`src/design/tbc_pkg.sv`:
```
package tbc_pkg;

  localparam int COORD_WIDTH      = 16;
  localparam int WEIGHT_FRAC_BITS = 16;
  localparam int WEIGHT_WIDTH     = 32;

  localparam int EW    = COORD_WIDTH + 1;
  localparam int DPW   = 2 * EW + 2;
  localparam int PRW   = 2 * DPW;
  localparam int NUMW  = PRW + 1;
  localparam int DENW  = PRW;
  localparam int QW    = NUMW + WEIGHT_FRAC_BITS;
  localparam int QSW   = QW + 1;
  localparam int UW    = QW + 3;
  localparam int FRONT_STAGES = 5;
  localparam int LATENCY      = FRONT_STAGES + QW + 1;

  typedef logic signed [COORD_WIDTH-1:0] coord_t;

  typedef struct packed {
    logic [DENW-1:0] den;
    logic [NUMW-1:0] mag_v;
    logic            neg_v;
    logic [NUMW-1:0] mag_w;
    logic            neg_w;
    logic            degen;
  } front_t;

  typedef struct packed {
    logic [DENW-1:0] rem;
    logic [QW-1:0]   num;
    logic [QW-1:0]   quo;
    logic [DENW-1:0] den;
    logic            neg;
  } div_t;

  function automatic logic [WEIGHT_WIDTH-1:0] sat_weight(input logic signed [UW-1:0] a);
    logic [UW-WEIGHT_WIDTH:0] top_bits;
    top_bits = a[UW-1:WEIGHT_WIDTH-1];
    if ((&top_bits) || !(|top_bits)) begin
      sat_weight = a[WEIGHT_WIDTH-1:0];
    end else if (a[UW-1]) begin
      sat_weight = {1'b1, {(WEIGHT_WIDTH-1){1'b0}}};
    end else begin
      sat_weight = {1'b0, {(WEIGHT_WIDTH-1){1'b1}}};
    end
  endfunction

endpackage

```
`src/design/tbc_div_cell.sv`:
```
module tbc_div_cell (
  input  logic          clk_i,
  input  tbc_pkg::div_t d_i,
  output tbc_pkg::div_t q_o
);

  localparam int DENW = tbc_pkg::DENW;
  localparam int QW   = tbc_pkg::QW;

  logic [DENW:0]  trial, diff;
  logic           ge;
  tbc_pkg::div_t  cell_d, cell_q;

  always_comb begin
    trial = {d_i.rem, d_i.num[QW-1]};
    diff  = trial - {1'b0, d_i.den};
    ge    = trial >= {1'b0, d_i.den};
    cell_d.rem = ge ? diff[DENW-1:0] : trial[DENW-1:0];
    cell_d.num = {d_i.num[QW-2:0], 1'b0};
    cell_d.quo = {d_i.quo[QW-2:0], ge};
    cell_d.den = d_i.den;
    cell_d.neg = d_i.neg;
  end

  always_ff @(posedge clk_i) begin
    cell_q <= cell_d;
  end

  assign q_o = cell_q;

endmodule

```
`config.mk`:
```
export PLATFORM = sky130hd
export DESIGN_NAME = tbc_div_cell
export DESIGN_NICKNAME = d
export VERILOG_FILES = /design/src/design/tbc_pkg.sv /design/src/design/tbc_div_cell.sv
export SDC_FILE = /design/constraint.sdc
export NUM_CORES = 1
export LEC_CHECK = 0
export BUFFER_PORTS_ARGS = -buffer_cell sky130_fd_sc_hd__buf_2
export CORE_AREA = 4 4 247 249
export DETAILED_ROUTE_END_ITERATION = 6
export DIE_AREA = 0 0 251 253
export PLACE_DENSITY = 0.47
export SLEW_MARGIN = 10
export SYNTH_ARGS = -nofsm -noshare
export SYNTH_HDL_FRONTEND = slang
export SYNTH_SLANG_ARGS = --single-unit
export TNS_END_PERCENT = 50
```
`constraint.sdc`:
```
create_clock -name clk_i -period 3.5 [get_ports clk_i]
set_input_delay 0.525 -clock clk_i [delete_from_list [all_inputs] [get_ports clk_i]]
set_output_delay 0.525 -clock clk_i [all_outputs]
set_load 0.005 [all_outputs]
```
==> results.yml <==
global_route:
  first_global_vias: 12543
  grt.total_usage_pct: 18.4
  grt_max_degree: 33
  grt_antenna_before_repair: 37
  grt_first_pass_wirelength_mm: 86.0
  overflow: 0
synth:
  syn_nets: 1647
  synthSimpleGateAreaFrac_pct: 11.3
  yosysTopAreaCell: "dfxtp_1"
  async_flop_share_pct: 0
  synth_edf_count: 0
  yosysSeqAreaShare_pct: 53.0
  synthTopCellsByArea: "dfxtp_1, ha_1, o21ai_0, a21oi_1, nand2_1"
  synthCells: 1250
  postSynthAreaPerCell_um2: 9.73
  ys_ff_latch: 322
  synth.top_cell.area_share_pct: 53.0
  yosys_warnings: 0
  synthMuxAreaShare_pct: 0.710
  syn_area_um2: 12200
  synth_top_family_by_area: "compound AO/OA/AOI/OAI gates"
  synth_cell_type_count: 70
  synth-main-ff-cell: "dfxtp_1"
  synth_xor_xnor_area_share_pct: 4.54
  synth_compound_area_share_pct: 17.5
  synthAdderAreaFrac_pct: 7.57
die:
  ios: 647
  core_area_um2: 58700
  initial_utilization_pct: 20.7
  die_y_um: 253
  die_area_um2: 63500
  rows: 89
  die_w_um: 251
sta:
  fmaxAchievable_ghz: 0.303
  rsz0062_at_grt: "false"
  worst_pin_slew_ns: 0.508
  finalMaxSlewViolations: 0
  fin_ws_ns: 0.196
  slew_headroom_pct: 65.3
  hold_viol: 0
  min_period_over_period_pct: 94.4
  min_period_ns: 3.30
  finalSetupViolCount: 0
clock_tree:
  cts_buffers: 40
  cts_tree: "yes"
  cts_buffer_depth: 3
  cts_root_buffer: "clkbuf_16"
  clkTransAtPathRegs_ns: 0.06
  htreeDepth: 2
  clock_sinks: 322
  postCtsSetupBuffers: 0
route:
  routedWlPerCell_um: 21.5
  dr.pass1.iters: 5
  drtIter0Drc: 524
  via_count: 12145
  drc: 0
  ant_nets: 0
  viasPerCell: 4.24
  wl_mm: 61.5
placed_design:
  gp_congestion: 0.893
  io_buffers: 644
  post_dp_cell_area_um2: 17300
  pre_cts_slack_ns: -0.569
  dp_hpwl_mm: 52.9
cells_and_area:
  nNetsFinal: 2440
  final_util_pct: 32.0
  mostFrequentLayoutCell: "buf_2"
  fin_area_um2: 18800
  final_cell_mix: "buf_2, dfxtp_1, buf_4"
  area_growth_pct: 54.5
  largest_reg_flops: 322
  regArea_um2: 6450
  drive_gt1_share_pct: 43.2
  n_fill_cell: 6187
  multi_input_area_um2: 5100
setup_path:
  slowest_stage: "o41a_1"
  end_kind: "register"
  path_delay_family: "compound AO/OA/AOI/OAI gates"
  crit_type: "in -> reg"
  critPathMostFrequentCell: "o41a_1"
  cp.required_ns: 3.97
  critPathMaxStageDelay_ns: 0.48
  arrival_ns: 3.77
  crit_path_cell_trace: "buf_2 -> inv_1 -> ha_1 -> nor2b_1 -> o2111ai_1 -> nand4b_1 -> o211ai_1 -> o21ba_1 -> o41a_1 -> o41a_1 -> a2111oi_4 -> nor3_1 -> o31ai_2"
  start_kind: "input port"
  crit_buf_inv: 2
  crit_fanout: 4
pwr:
  power_density_nw_per_um2: 560
  ir_drop_mv: 0.449
  leakage_uw: 0.00937
status:
  outcome: "finished, final reports clean"
run:
  cap_viol_max_count: 0
hold_path:
  hold_class: "in -> reg"
[worst paths after layout]
path      from                to  slack (ns)  cells past startpoint
max     d_i[2]  q_o[322]$_DFF_P_        0.20                     13
min   d_i[136]  q_o[137]$_DFF_P_        0.06                      1
[cell usage after synthesis, types with 3 or more instances]
master	instances
a2111oi_0	4
a21boi_0	4
a21o_1	42
a21oi_1	93
a221oi_1	3
a31oi_1	9
and2_1	7
and3_1	7
and4_1	5
buf_2	9
buf_4	3
buf_6	7
clkbuf_1	35
dfxtp_1	322
ha_1	72
inv_1	98
mux2_2	4
mux2i_1	3
nand2_1	122
nand2b_1	4
nand3_1	18
nand4_1	35
nand4b_1	3
nor2_1	46
nor2b_1	7
nor3_1	10
nor4_1	4
o211ai_1	3
o21a_1	5
o21ai_0	104
o21ai_1	15
o21ba_2	3
o21bai_1	20
o31ai_1	7
or2_2	6
or3_1	6
xnor2_1	31
xor2_1	32
[cell families after synthesis]
family	Yosys count
multiplexers	8
adder cells (fa/ha/maj)	73
flip-flops	322
AND/OR/NAND/NOR	288
XOR/XNOR	63
AO/OA/AOI/OAI	342
other	1
buffers and inverters	153
[where the power goes]
group,leakage (uW),internal (uW),switching (uW)
combinational,0.00598,955,1110
clock,0.000677,2660,1720
sequential,0.00272,4000,85.6
[metal layers]
layer | track usage [%] | vias up | share of wire [%]
li1 | - | 5919 | -
met1 | 18.9 | 5637 | 36
met2 | 34.4 | 454 | 53
met3 | 7.10 | 103 | 8.4
met4 | 5.88 | 32 | 2.7
met5 | 0.827 | - | 0.35
[stage by stage]
step | cells | total power (uW) | TNS (ns) | hold slack, ns
after floorplan | 1250 | 5060 | 0 | 0.553
after global placement | 2774 | 6270 | -10.38 | 0.627
after detailed placement | 2774 | 6260 | -10.41 | 0.629
after CTS | 2847 | 10700 | 0 | 0.0272
after global routing | 2855 | 11100 | 0 | 0.0372
final | 2864 | 10500 | 0 | 0.0643
[timing repair]
| action | 4_1_cts | 5_1_grt |
|---|---|---|
| resized for setup | 1 | 4 |
| hold buffers | 0 | 0 |
| setup endpoints to repair | 1 | 6 |
| pin swaps | 0 | 2 |
[layout make-up]
cell class / instances / area share [%]
flip-flops and latches: 322 / 34.3
multi-input cells: 775 / 27.1
repair buffers: 806 / 23.8
clock buffers: 54 / 6.03
well taps: 773 / 5.15
inverters: 98 / 1.96
clock inverters: 19 / 1.39
diodes: 17 / 0.226
Note: power is estimated with default switching activity, not from simulation.
